`src/grid_local_minimum_detector_assert.svh`:
```
// Assertion macros used by the detector's RTL (its emit stage includes them).
// Both expect i_clk and active-low i_rst_n in scope.
`ifndef GRID_LOCAL_MINIMUM_DETECTOR_ASSERT_SVH
`define GRID_LOCAL_MINIMUM_DETECTOR_ASSERT_SVH

// Condition that must hold at every clock edge out of reset.
`define GLMD_ASSERT(lbl, cond, msg) \
    lbl: assert property (@(posedge i_clk) disable iff (!i_rst_n) (cond)) \
        else $error(msg);

// Consequence that must hold in the cycle after the antecedent.
`define GLMD_ASSERT_NEXT(lbl, ante, cons, msg) \
    lbl: assert property (@(posedge i_clk) disable iff (!i_rst_n) (ante) |=> (cons)) \
        else $error(msg);

`endif

```
`src/glmd_pkg.sv`:
```
package glmd_pkg;

    localparam int HEIGHT_W = 4;
    localparam int COORD_W  = 7;
    localparam int APB_AW   = 3;
    localparam int APB_DW   = 32;
    localparam int CFG_W    = 8;
    localparam int NUM_SLOTS = 3;

    typedef logic [HEIGHT_W-1:0] t_height;
    typedef logic [COORD_W-1:0]  t_coord;
    typedef logic [CFG_W-1:0]    t_cfg;

    localparam t_height BORDER_HEIGHT = 4'd10;
    localparam t_cfg    GRID_COLS_RESET = 8'd100;
    localparam t_cfg    GRID_ROWS_RESET = 8'd100;

    typedef enum logic {
        REG_GRID_COLS = 1'b0,
        REG_GRID_ROWS = 1'b1
    } t_reg_idx;

    typedef struct packed {
        t_coord  cell_row;
        t_coord  cell_col;
        t_height cell_height;
        logic    is_low;
        logic    run_end;
        logic    frame_end;
    } t_result;

    function automatic logic below_all(input t_height self, input t_height left,
                                       input t_height right, input t_height up,
                                       input t_height down);
        return (self < left) && (self < right) && (self < up) && (self < down);
    endfunction

endpackage

```
`src/glmd_if.sv`:
```
interface glmd_in_if;
    import glmd_pkg::*;

    logic    valid;
    logic    ready;
    t_height height;

    modport source (output valid, output height, input ready);
    modport sink   (input valid, input height, output ready);
endinterface

interface glmd_out_if;
    import glmd_pkg::*;

    logic    valid;
    logic    ready;
    t_coord  cell_row;
    t_coord  cell_col;
    t_height cell_height;
    logic    is_low;
    logic    run_end;
    logic    frame_end;

    modport source (output valid, output cell_row, output cell_col, output cell_height,
                    output is_low, output run_end, output frame_end, input ready);
    modport sink   (input valid, input cell_row, input cell_col, input cell_height,
                    input is_low, input run_end, input frame_end, output ready);
endinterface

```
`src/glmd_line_bank.sv`:
```
module glmd_line_bank #(
    parameter int DEPTH = 128,
    parameter int AW    = 7
) (
    input  logic                  i_clk,
    input  logic                  i_we,
    input  logic [AW-1:0]         i_waddr,
    input  glmd_pkg::t_height     i_wdata,
    input  logic                  i_re,
    input  logic [AW-1:0]         i_raddr_a,
    input  logic [AW-1:0]         i_raddr_b,
    output glmd_pkg::t_height     o_rdata_a,
    output glmd_pkg::t_height     o_rdata_b
);
    import glmd_pkg::*;

    t_height r_mem [DEPTH];
    t_height r_rd_a;
    t_height r_rd_b;

    // read data holds between enables; a same-address write returns the old value
    always_ff @(posedge i_clk) begin
        if (i_re) begin
            r_rd_a <= r_mem[i_raddr_a];
            r_rd_b <= r_mem[i_raddr_b];
        end
        if (i_we) begin
            r_mem[i_waddr] <= i_wdata;
        end
    end

    assign o_rdata_a = r_rd_a;
    assign o_rdata_b = r_rd_b;

endmodule

```
`src/glmd_cfg.sv`:
```
module glmd_cfg #(
    parameter int MAX_COLS = 128,
    parameter int MAX_ROWS = 128,
    parameter int CNTW     = 8,
    parameter int RCNTW    = 8
) (
    input  logic                         i_clk,
    input  logic                         i_rst_n,
    input  logic                         i_psel,
    input  logic                         i_penable,
    input  logic                         i_pwrite,
    input  logic [glmd_pkg::APB_AW-1:0]  i_paddr,
    input  logic [glmd_pkg::APB_DW-1:0]  i_pwdata,
    output logic [glmd_pkg::APB_DW-1:0]  o_prdata,
    output logic [CNTW-1:0]              o_cols,
    output logic [RCNTW-1:0]             o_rows
);
    import glmd_pkg::*;

    t_cfg r_grid_cols;
    t_cfg r_grid_rows;
    t_cfg n_grid_cols;
    t_cfg n_grid_rows;
    logic [CNTW-1:0]  r_cols_lim;
    logic [RCNTW-1:0] r_rows_lim;
    logic             wr_en;
    t_reg_idx         reg_idx;

    function automatic logic [CNTW-1:0] lim_cols(input t_cfg v);
        logic [CNTW-1:0] res;
        if (v == '0) begin
            res = CNTW'(1);
        end else if (32'(v) > 32'(MAX_COLS)) begin
            res = CNTW'(MAX_COLS);
        end else begin
            res = CNTW'(v);
        end
        return res;
    endfunction

    function automatic logic [RCNTW-1:0] lim_rows(input t_cfg v);
        logic [RCNTW-1:0] res;
        if (v == '0) begin
            res = RCNTW'(1);
        end else if (32'(v) > 32'(MAX_ROWS)) begin
            res = RCNTW'(MAX_ROWS);
        end else begin
            res = RCNTW'(v);
        end
        return res;
    endfunction

    assign wr_en   = i_psel && i_penable && i_pwrite;
    assign reg_idx = t_reg_idx'(i_paddr[2]);

    always_comb begin
        n_grid_cols = r_grid_cols;
        n_grid_rows = r_grid_rows;
        if (wr_en) begin
            case (reg_idx)
                REG_GRID_COLS: n_grid_cols = i_pwdata[CFG_W-1:0];
                REG_GRID_ROWS: n_grid_rows = i_pwdata[CFG_W-1:0];
                default: ;
            endcase
        end
    end

    always_comb begin
        case (reg_idx)
            REG_GRID_COLS: o_prdata = APB_DW'(r_grid_cols);
            REG_GRID_ROWS: o_prdata = APB_DW'(r_grid_rows);
            default:       o_prdata = '0;
        endcase
    end

    // limited sizes kept in flops so the position compare sees no clamp logic
    always_ff @(posedge i_clk) begin
        if (!i_rst_n) begin
            r_grid_cols <= GRID_COLS_RESET;
            r_grid_rows <= GRID_ROWS_RESET;
            r_cols_lim  <= lim_cols(GRID_COLS_RESET);
            r_rows_lim  <= lim_rows(GRID_ROWS_RESET);
        end else begin
            r_grid_cols <= n_grid_cols;
            r_grid_rows <= n_grid_rows;
            r_cols_lim  <= lim_cols(n_grid_cols);
            r_rows_lim  <= lim_rows(n_grid_rows);
        end
    end

    assign o_cols = r_cols_lim;
    assign o_rows = r_rows_lim;

endmodule

```
`src/glmd_emit.sv`:
```
`include "grid_local_minimum_detector_assert.svh"

module glmd_emit (
    input  logic                                        i_clk,
    input  logic                                        i_rst_n,
    input  logic                                        i_item_valid,
    input  glmd_pkg::t_result [glmd_pkg::NUM_SLOTS-1:0] i_items,
    input  logic [glmd_pkg::NUM_SLOTS-1:0]              i_mask,
    output logic                                        o_item_done,
    output logic                                        o_valid,
    output glmd_pkg::t_result                           o_result,
    input  logic                                        i_ready
);
    import glmd_pkg::*;

    logic [NUM_SLOTS-1:0] r_sent;
    logic [NUM_SLOTS-1:0] n_sent;
    logic [NUM_SLOTS-1:0] remaining;
    logic [NUM_SLOTS-1:0] sel_bit;
    logic [NUM_SLOTS-1:0] after;
    logic [1:0]           sel;
    logic                 out_free;
    logic                 load;
    logic                 r_o_valid;
    logic                 n_o_valid;
    t_result              r_o_res;
    t_result              n_o_res;

    always_comb begin
        remaining = i_mask & ~r_sent;
        if (remaining[0]) begin
            sel = 2'd0;
        end else if (remaining[1]) begin
            sel = 2'd1;
        end else begin
            sel = 2'd2;
        end
        sel_bit  = NUM_SLOTS'(1) << sel;
        after    = remaining & ~sel_bit;
        out_free = !r_o_valid || i_ready;
        load     = i_item_valid && (remaining != '0) && out_free;
        // an item with no results is dropped at once
        o_item_done = i_item_valid && ((remaining == '0) || (load && (after == '0)));

        n_sent = r_sent;
        if (o_item_done) begin
            n_sent = '0;
        end else if (load) begin
            n_sent = r_sent | sel_bit;
        end

        n_o_valid = r_o_valid;
        if (load) begin
            n_o_valid = 1'b1;
        end else if (i_ready) begin
            n_o_valid = 1'b0;
        end

        n_o_res = r_o_res;
        if (load) begin
            n_o_res         = i_items[sel];
            n_o_res.run_end = (after == '0);
        end
    end

    always_ff @(posedge i_clk) begin
        if (!i_rst_n) begin
            r_sent    <= '0;
            r_o_valid <= 1'b0;
        end else begin
            r_sent    <= n_sent;
            r_o_valid <= n_o_valid;
        end
    end

    always_ff @(posedge i_clk) begin
        r_o_res <= n_o_res;
    end

    assign o_valid  = r_o_valid;
    assign o_result = r_o_res;

    `GLMD_ASSERT(a_sent_in_mask, !i_item_valid || ((r_sent & ~i_mask) == '0), "slot sent that the item does not have")
    `GLMD_ASSERT_NEXT(a_done_clears, o_item_done, r_sent == '0, "sent mask not cleared after item")
    `GLMD_ASSERT_NEXT(a_load_shows, load, r_o_valid, "loaded word not presented")
    `GLMD_ASSERT(a_frame_is_last, !r_o_valid || !r_o_res.frame_end || r_o_res.run_end, "frame end without run end")

endmodule

```
`src/grid_local_minimum_detector.sv`:
```
// Streaming 4-neighbour local minimum detector. Heights arrive in raster order on i_in, one
// word per cycle while i_in.ready is high; each cell is reported on o_out with its row,
// column, height and a flag set when it is strictly below its left, right, upper and lower
// neighbours (off-grid neighbours count as 10). Inner-row cells are reported when the cell
// below arrives, passing through the r_s1 stage and the output register. Outside the final
// row a height gives at most one result; in the final row a height gives up to two results
// (three on the last cell) and, with one result word leaving per cycle while o_out.ready is
// high, a new height is taken only once the last result of the one before is loaded.
// History is two line banks of MAX_COLS heights, each with one write and two reads per cycle;
// their contents are undefined after reset and need no clearing. grid_cols and grid_rows
// (APB, byte addresses 0 and 4) are limited to 1..MAX_COLS and 1..MAX_ROWS.
module grid_local_minimum_detector #(
    parameter int MAX_COLS = 128,
    parameter int MAX_ROWS = 128
) (
    input  logic                         i_clk,
    input  logic                         i_rst_n,
    input  logic                         psel,
    input  logic                         penable,
    input  logic                         pwrite,
    input  logic [glmd_pkg::APB_AW-1:0]  paddr,
    input  logic [glmd_pkg::APB_DW-1:0]  pwdata,
    output logic [glmd_pkg::APB_DW-1:0]  prdata,
    output logic                         pready,
    glmd_in_if.sink                      i_in,
    glmd_out_if.source                   o_out
);
    import glmd_pkg::*;

    localparam int CW    = $clog2(MAX_COLS);
    localparam int CNTW  = $clog2(MAX_COLS + 1);
    localparam int RW    = (MAX_ROWS > 1) ? $clog2(MAX_ROWS) : 1;
    localparam int RCNTW = $clog2(MAX_ROWS + 1);

    typedef struct packed {
        t_height         h;
        logic [RW-1:0]   row;
        logic [CW-1:0]   col;
        logic            pb;
        logic            r_gt0;
        logic            r_gt1;
        logic            c_gt0;
        logic            c_gt1;
        logic            c_last;
        logic            r_last;
        t_height         prev_h;
        t_height         prev2_h;
        t_height         p_left;
    } t_stage;

    logic [CNTW-1:0]  cols;
    logic [RCNTW-1:0] rows;

    logic [RW-1:0] r_row;
    logic [RW-1:0] n_row;
    logic [CW-1:0] r_col;
    logic [CW-1:0] n_col;
    logic          r_bank;
    logic          n_bank;
    t_height       r_prev_h;
    t_height       r_prev2_h;
    logic          r_s1_valid;
    t_stage        r_s1;
    t_stage        n_s1;

    logic          accept;
    logic          in_ready;
    logic          restart;
    logic [RW-1:0] eff_r;
    logic [CW-1:0] eff_c;
    logic          c_last;
    logic          r_last;
    logic [CW-1:0] addr_next;

    t_height rd0_a;
    t_height rd0_b;
    t_height rd1_a;
    t_height rd1_b;
    t_height p_c;
    t_height p_r;
    t_height q_c;
    t_height left_a;
    t_height right_a;
    t_height up_a;
    t_height left_b;
    t_height up_b;
    t_height left_c;
    t_height up_c;

    t_result [NUM_SLOTS-1:0] items;
    logic [NUM_SLOTS-1:0]    mask;
    logic                    item_done;
    logic                    out_valid;
    t_result                 out_res;

    glmd_cfg #(
        .MAX_COLS (MAX_COLS),
        .MAX_ROWS (MAX_ROWS),
        .CNTW     (CNTW),
        .RCNTW    (RCNTW)
    ) u_cfg (
        .i_clk     (i_clk),
        .i_rst_n   (i_rst_n),
        .i_psel    (psel),
        .i_penable (penable),
        .i_pwrite  (pwrite),
        .i_paddr   (paddr),
        .i_pwdata  (pwdata),
        .o_prdata  (prdata),
        .o_cols    (cols),
        .o_rows    (rows)
    );

    assign pready = 1'b1;

    // position of this word; a size change that leaves it off the grid starts a new grid
    always_comb begin
        restart   = (CNTW'(r_col) >= cols) || (RCNTW'(r_row) >= rows);
        eff_r     = restart ? '0 : r_row;
        eff_c     = restart ? '0 : r_col;
        c_last    = (CNTW'(eff_c) + CNTW'(1)) == cols;
        r_last    = (RCNTW'(eff_r) + RCNTW'(1)) == rows;
        addr_next = CW'(eff_c + CW'(1));

        n_row  = r_row;
        n_col  = r_col;
        n_bank = r_bank;
        if (accept) begin
            if (c_last) begin
                n_col  = '0;
                n_bank = ~r_bank;
                n_row  = r_last ? '0 : RW'(eff_r + RW'(1));
            end else begin
                n_col = addr_next;
                n_row = eff_r;
            end
        end
    end

    assign in_ready   = !r_s1_valid || item_done;
    assign accept     = i_in.valid && in_ready;
    assign i_in.ready = in_ready;

    // r_bank names the bank with the previous row; the current row goes to the other one
    glmd_line_bank #(
        .DEPTH (MAX_COLS),
        .AW    (CW)
    ) u_bank0 (
        .i_clk     (i_clk),
        .i_we      (accept && r_bank),
        .i_waddr   (eff_c),
        .i_wdata   (i_in.height),
        .i_re      (accept),
        .i_raddr_a (eff_c),
        .i_raddr_b (addr_next),
        .o_rdata_a (rd0_a),
        .o_rdata_b (rd0_b)
    );

    glmd_line_bank #(
        .DEPTH (MAX_COLS),
        .AW    (CW)
    ) u_bank1 (
        .i_clk     (i_clk),
        .i_we      (accept && !r_bank),
        .i_waddr   (eff_c),
        .i_wdata   (i_in.height),
        .i_re      (accept),
        .i_raddr_a (eff_c),
        .i_raddr_b (addr_next),
        .o_rdata_a (rd1_a),
        .o_rdata_b (rd1_b)
    );

    always_comb begin
        n_s1        = r_s1;
        n_s1.h      = i_in.height;
        n_s1.row    = eff_r;
        n_s1.col    = eff_c;
        n_s1.pb     = r_bank;
        n_s1.r_gt0  = eff_r != '0;
        n_s1.r_gt1  = eff_r > RW'(1);
        n_s1.c_gt0  = eff_c != '0;
        n_s1.c_gt1  = eff_c > CW'(1);
        n_s1.c_last = c_last;
        n_s1.r_last = r_last;
        n_s1.prev_h  = r_prev_h;
        n_s1.prev2_h = r_prev2_h;
        // upper-row height one column back, as read for the word before
        n_s1.p_left  = r_s1.pb ? rd1_a : rd0_a;
    end

    always_ff @(posedge i_clk) begin
        if (!i_rst_n) begin
            r_row      <= '0;
            r_col      <= '0;
            r_bank     <= 1'b0;
            r_prev_h   <= '0;
            r_prev2_h  <= '0;
            r_s1_valid <= 1'b0;
        end else begin
            r_row  <= n_row;
            r_col  <= n_col;
            r_bank <= n_bank;
            if (accept) begin
                r_prev_h   <= i_in.height;
                r_prev2_h  <= r_prev_h;
                r_s1_valid <= 1'b1;
            end else if (item_done) begin
                r_s1_valid <= 1'b0;
            end
        end
    end

    always_ff @(posedge i_clk) begin
        if (accept) begin
            r_s1 <= n_s1;
        end
    end

    // slot 0: cell above; slot 1: cell to the left (final row); slot 2: this cell
    always_comb begin
        p_c = r_s1.pb ? rd1_a : rd0_a;
        p_r = r_s1.pb ? rd1_b : rd0_b;
        q_c = r_s1.pb ? rd0_a : rd1_a;

        left_a  = r_s1.c_gt0  ? r_s1.p_left  : BORDER_HEIGHT;
        right_a = r_s1.c_last ? BORDER_HEIGHT : p_r;
        up_a    = r_s1.r_gt1  ? q_c           : BORDER_HEIGHT;
        left_b  = r_s1.c_gt1  ? r_s1.prev2_h  : BORDER_HEIGHT;
        up_b    = r_s1.r_gt0  ? r_s1.p_left   : BORDER_HEIGHT;
        left_c  = r_s1.c_gt0  ? r_s1.prev_h   : BORDER_HEIGHT;
        up_c    = r_s1.r_gt0  ? p_c           : BORDER_HEIGHT;

        items[0].cell_row    = t_coord'(RW'(r_s1.row - RW'(1)));
        items[0].cell_col    = t_coord'(r_s1.col);
        items[0].cell_height = p_c;
        items[0].is_low      = below_all(p_c, left_a, right_a, up_a, r_s1.h);
        items[0].run_end     = 1'b0;
        items[0].frame_end   = 1'b0;

        items[1].cell_row    = t_coord'(r_s1.row);
        items[1].cell_col    = t_coord'(CW'(r_s1.col - CW'(1)));
        items[1].cell_height = r_s1.prev_h;
        items[1].is_low      = below_all(r_s1.prev_h, left_b, r_s1.h, up_b, BORDER_HEIGHT);
        items[1].run_end     = 1'b0;
        items[1].frame_end   = 1'b0;

        items[2].cell_row    = t_coord'(r_s1.row);
        items[2].cell_col    = t_coord'(r_s1.col);
        items[2].cell_height = r_s1.h;
        items[2].is_low      = below_all(r_s1.h, left_c, BORDER_HEIGHT, up_c, BORDER_HEIGHT);
        items[2].run_end     = 1'b0;
        items[2].frame_end   = 1'b1;

        mask = {r_s1.r_last && r_s1.c_last, r_s1.r_last && r_s1.c_gt0, r_s1.r_gt0};
    end

    glmd_emit u_emit (
        .i_clk        (i_clk),
        .i_rst_n      (i_rst_n),
        .i_item_valid (r_s1_valid),
        .i_items      (items),
        .i_mask       (mask),
        .o_item_done  (item_done),
        .o_valid      (out_valid),
        .o_result     (out_res),
        .i_ready      (o_out.ready)
    );

    assign o_out.valid       = out_valid;
    assign o_out.cell_row    = out_res.cell_row;
    assign o_out.cell_col    = out_res.cell_col;
    assign o_out.cell_height = out_res.cell_height;
    assign o_out.is_low      = out_res.is_low;
    assign o_out.run_end     = out_res.run_end;
    assign o_out.frame_end   = out_res.frame_end;

endmodule
```
`src/flat_wrapper.sv`:
```
// flat-port wrapper written by rule: the top's interface ports become plain ports
module grid_local_minimum_detector_flat import glmd_pkg::*;
#(
    parameter int MAX_COLS = 128,
    parameter int MAX_ROWS = 128
)
  (i_clk, i_rst_n, psel, penable, pwrite, paddr, pwdata, prdata, pready, i_in_valid, i_in_height, i_in_ready, o_out_valid, o_out_cell_row, o_out_cell_col, o_out_cell_height, o_out_is_low, o_out_run_end, o_out_frame_end, o_out_ready);
  glmd_in_if i_in_i ();
  glmd_out_if o_out_i ();
  input  logic i_clk;
  input  logic i_rst_n;
  input  logic psel;
  input  logic penable;
  input  logic pwrite;
  input  logic [glmd_pkg::APB_AW-1:0] paddr;
  input  logic [glmd_pkg::APB_DW-1:0] pwdata;
  output logic [glmd_pkg::APB_DW-1:0] prdata;
  output logic pready;
  input wire logic [$bits(i_in_i.valid)-1:0] i_in_valid;
  input wire logic [$bits(i_in_i.height)-1:0] i_in_height;
  output wire logic [$bits(i_in_i.ready)-1:0] i_in_ready;
  output wire logic [$bits(o_out_i.valid)-1:0] o_out_valid;
  output wire logic [$bits(o_out_i.cell_row)-1:0] o_out_cell_row;
  output wire logic [$bits(o_out_i.cell_col)-1:0] o_out_cell_col;
  output wire logic [$bits(o_out_i.cell_height)-1:0] o_out_cell_height;
  output wire logic [$bits(o_out_i.is_low)-1:0] o_out_is_low;
  output wire logic [$bits(o_out_i.run_end)-1:0] o_out_run_end;
  output wire logic [$bits(o_out_i.frame_end)-1:0] o_out_frame_end;
  input wire logic [$bits(o_out_i.ready)-1:0] o_out_ready;
  assign i_in_i.valid = i_in_valid;
  assign i_in_i.height = i_in_height;
  assign i_in_ready = i_in_i.ready;
  assign o_out_valid = o_out_i.valid;
  assign o_out_cell_row = o_out_i.cell_row;
  assign o_out_cell_col = o_out_i.cell_col;
  assign o_out_cell_height = o_out_i.cell_height;
  assign o_out_is_low = o_out_i.is_low;
  assign o_out_run_end = o_out_i.run_end;
  assign o_out_frame_end = o_out_i.frame_end;
  assign o_out_i.ready = o_out_ready;
  grid_local_minimum_detector #(.MAX_COLS(MAX_COLS), .MAX_ROWS(MAX_ROWS)) u_core (.i_clk(i_clk), .i_rst_n(i_rst_n), .psel(psel), .penable(penable), .pwrite(pwrite), .paddr(paddr), .pwdata(pwdata), .prdata(prdata), .pready(pready), .i_in(i_in_i), .o_out(o_out_i));
endmodule
```
`config.mk`:
```
export PLATFORM = sky130hd
export DESIGN_NAME = grid_local_minimum_detector_flat
export DESIGN_NICKNAME = d
export VERILOG_FILES = /design/src/glmd_pkg.sv /design/src/glmd_if.sv /design/src/glmd_line_bank.sv /design/src/glmd_cfg.sv /design/src/glmd_emit.sv /design/src/grid_local_minimum_detector.sv /design/src/flat_wrapper.sv
export VERILOG_INCLUDE_DIRS = /design/src /design/src/src
export SDC_FILE = /design/constraint.sdc
export NUM_CORES = 2
export LEC_CHECK = 0
export ABC_AREA = 0
export BUFFER_PORTS_ARGS = -buffer_cell sky130_fd_sc_hd__buf_2
export CAP_MARGIN = 10
export CORE_MARGIN = 1
export CORE_UTILIZATION = 40
export CTS_BUF_LIST = sky130_fd_sc_hd__clkbuf_16
export DETAILED_ROUTE_END_ITERATION = 12
export PLACE_DENSITY = 0.53
export SETUP_SLACK_MARGIN = 0.5
export SYNTH_ARGS = -nofsm -noshare
export SYNTH_HDL_FRONTEND = slang
export SYNTH_SLANG_ARGS = --single-unit
```
`constraint.sdc`:
```
create_clock -name i_clk -period 7.75 [get_ports i_clk]
set_input_delay 0.775 -clock i_clk [delete_from_list [all_inputs] [get_ports i_clk]]
set_output_delay 0.775 -clock i_clk [all_outputs]
set_load 0.02 [all_outputs]
```
==> summary.md <==
| Metric | Value |
|---|---|
| Status | `finished, final reports clean` |
| Seq cells post-synth | `1158` |
| Synth Cell Area | `55500 um2` |
| Min-Delay Path Class | `in -> reg` |
| Via-per-instance ratio | `6.58` |
| DR iter-0 viols | `6125` |
| Hold_ws | `291 ps` |
| Initial Util | `40.4%` |
| Die W | `375 um` |
| Number of global-route vias before repair | `37922` |
| Worst-path fanout max | `30` |
| Worst Path Class, Setup | `reg -> reg` |
| Root Buffer | `clkbuf_16` |
| Core area | `138000 um2` |
| CTS buffer count | `130` |
| Total negative slack | `0 ps` |
| Critical path required time | `8280 ps` |
| Post-synth EDFFs | `1098` |
| M1 WL | `80.7 mm` |
| H-tree lvl count | `4` |
| GRT overflow | `0` |
| Vias | `39491` |
| RSZ-0062 raised after global routing | `false` |
| Die ar. | `140000 um2` |
| CTS tree | `yes` |
| I/O Pins | `102` |
| Relative slew slack | `8.46%` |
| Num rows | `136` |
| Post-DRT Antenna Nets | `0` |
| Predominant post-synthesis flop cell | `edfxtp_1` |
| Synthesis-to-finish area growth | `11.9%` |
| Met3 WL | `23.4 mm` |
| Total Wirelength | `208 mm` |
| CP arrival | `7380 ps` |
| Final hold vios | `0` |
| Worst slew pin tran | `1360 ps` |
| Share of cells above drive strength 1 | `18.9%` |
| Total Nets Final | `4206` |
| Achievable frequency | `146 MHz` |
| Setup-failing EPs final | `0` |
| IO Port Bufs | `50` |
| Fin. max-slew vios | `0` |
| Pleak | `19.9 nW` |
| Clock buffer depth | `3` |
| Max-Cap Viols | `0` |
| Critical path startpoint category | `register` |
| First drt pass iteration count | `9` |
| Worst Skew | `28.5 ps` |
| Initial antenna violation count | `9` |
| DRC | `0` |
| Minimum clock period | `6850 ps` |
| Detailed Place HPWL | `133 mm` |
| Pin count of the biggest net entering global routing | `130` |
| Crit share post-route | `88.4%` |
| PD cells | `232 nW/um2` |
| Sinks on Clock Net | `1158` |
| Launching element of the worst setup path | `u_core.r_row[0]$_SDFFE_PN0P_` |
| Worst hold start | `i_in_valid` |
| Post_cts resized | `0` |
| R2R setup slack | `900 ps` |
| Gp weighted congestion | `0.961` |
| Die Height | `375 um` |
| Post-CTS setup buffers | `0` |
| Syn Area/Cell | `13.6 um2` |
| Crit. End Element | `register` |
| Cell count after synthesis | `4074` |
| Async S/R FF share, synth | `0%` |
| Clk_lat worst skew | `790 ps` |
| Max layer used | `met5` |
| GRT Util Overall | `29.2%` |
| Yosys cell types | `93` |
| Sequential share of the synthesized area | `61.5%` |
| Worst-path clk slew | `60 ps` |
| Avg WL per Cell | `34.6 um` |
| Hold-fix buffers, CTS | `0` |
| Worst R2R Start | `u_core.r_row[0]$_SDFFE_PN0P_` |
| Wire length on met2 | `91.3 mm` |
| Maximum vdd drop | `0.210 mV` |
| Synth Warn # | `0` |
| First-pass GRT wire length | `289 mm` |
## path summary, 6_finish.rpt
kind | endpoint | depth (start not counted)
setup / recovery | u_core.u_bank1.o_rdata_b[1]$_DFFE_PP_ | 17
hold / removal | u_core.r_s1_valid$_SDFFE_PN0P_ | 3
setup reg to reg | u_core.u_bank1.o_rdata_b[1]$_DFFE_PP_ | 17
hold reg to reg | u_core.r_s1[6]$_DFFE_PP_ | 0
## cell type report
type | count | area [um2]
antenna | 3 | 7.51
timing repair buffer | 195 | 1540
inverter | 50 | 195
multi-input combinational | 2574 | 19900
clock inverter | 97 | 752
sequential | 1158 | 34200
fill | 12283 | 75500
tap | 1794 | 2240
clock buffer | 135 | 3380
## cells in the mapped netlist (all sizes together) (8+ instances only)
library cell | n | area share [%]
a211oi | 12 | 0.16
nor4 | 33 | 0.41
nor3 | 47 | 0.46
a311oi | 10 | 0.16
a31oi | 91 | 1.0
and2 | 8 | 0.090
o22ai | 61 | 0.69
and3 | 16 | 0.18
a22oi | 48 | 0.65
nor2b | 37 | 0.42
mux4 | 231 | 9.4
a2111oi | 10 | 0.23
a221oi | 32 | 0.50
nand2 | 546 | 3.7
a32oi | 9 | 0.14
mux2 | 124 | 2.5
nor2 | 344 | 2.3
clkbuf | 152 | 1.0
ha | 51 | 1.1
a21oi | 198 | 1.8
mux2i | 156 | 2.8
o21ai | 90 | 0.83
a221o | 11 | 0.20
o221ai | 11 | 0.17
dfxtp | 60 | 2.2
nand4 | 22 | 0.25
buf | 163 | 1.8
a222oi | 80 | 1.4
inv | 49 | 0.33
xnor2 | 24 | 0.38
edfxtp | 1098 | 59
o31ai | 9 | 0.13
nand3 | 79 | 0.73
a21boi | 19 | 0.26
o211ai | 25 | 0.34
## flip-flops by register name, summed over array words and instances, names as in the netlist, 8 cells and up
name	flops
u_core.u_bank0.r_mem	512
u_core.u_bank1.r_mem	512
u_core.items	22
u_core.u_emit.o_result	21
u_core.r_s1	14
u_core.u_cfg.o_cols	8
u_core.u_cfg.o_rows	8
u_core.u_cfg.r_grid_cols	8
u_core.u_cfg.r_grid_rows	8
## critical path, cell delays in order, from the launching register on
cell,delay (ps)
dfxtp_1,400
inv_1,120
ha_1,290
nand2b_1,170
a2111oi_4,530
or3_1,600
nand3_4,190
inv_8,280
ha_1,430
nand3_1,140
xnor2_1,350
or3_1,600
nand2_1,780
buf_4,300
a21oi_1,60
nor3_1,730
o211ai_1,370
o311a_1,250
## power breakdown
group | switching [W] | total, W | internal [W]
sequential | 0.0000353 | 0.00692 | 0.00689
clock | 0.00262 | 0.00609 | 0.00346
combinational | 0.000920 | 0.00142 | 0.000502
## layer usage
| layer | global-route usage (%) | up-vias |
|---|---|---|
| met5 | 0 | - |
| met3 | 7.18 | 597 |
| met1 | 39.1 | 20068 |
| met2 | 43.5 | 2712 |
| li1 | - | 16104 |
| met4 | 15.8 | 10 |
## cells by family after synthesis
logic type / count (synthesis) / synth area share [%]
xor+xnor: 32 / 0.529
fa+ha+maj: 52 / 1.17
compound gates: 787 / 9.86
simple gates: 1167 / 9.03
mux: 511 / 14.7
buf+inv: 365 / 3.19
flops: 1158 / 61.5
other cells: 2 / 0.0135
## placed cells by master, fill, tap and decap left out, drive strengths merged, types with 33 or more instances in the layout
cell type / n
dfxtp: 60
clkbuf: 139
nor2: 344
clkinv: 58
ha: 51
a22oi: 48
o22ai: 61
a31oi: 91
inv: 74
nand2: 546
buf: 191
o21ai: 90
nor3: 47
mux2i: 156
nand3: 79
edfxtp: 1098
mux4: 231
nor4: 33
a222oi: 80
mux2: 124
a21oi: 198
nor2b: 37
## stage by stage
stage                     setup WS [ps]  area, um2  util, %  power, W  std cells
after global routing                688      62100     45.1    0.0148       6003
final                               901      62100     45.1    0.0144       6006
after global placement             1370      58000     42.1   0.00844       5771
after CTS                          1270      62100     45.1    0.0145       6003
after detailed placement           1290      58000     42.1   0.00845       5771
after floorplan                    1470      55600        -   0.00790       4097
Power figures use the tool's default switching activity.
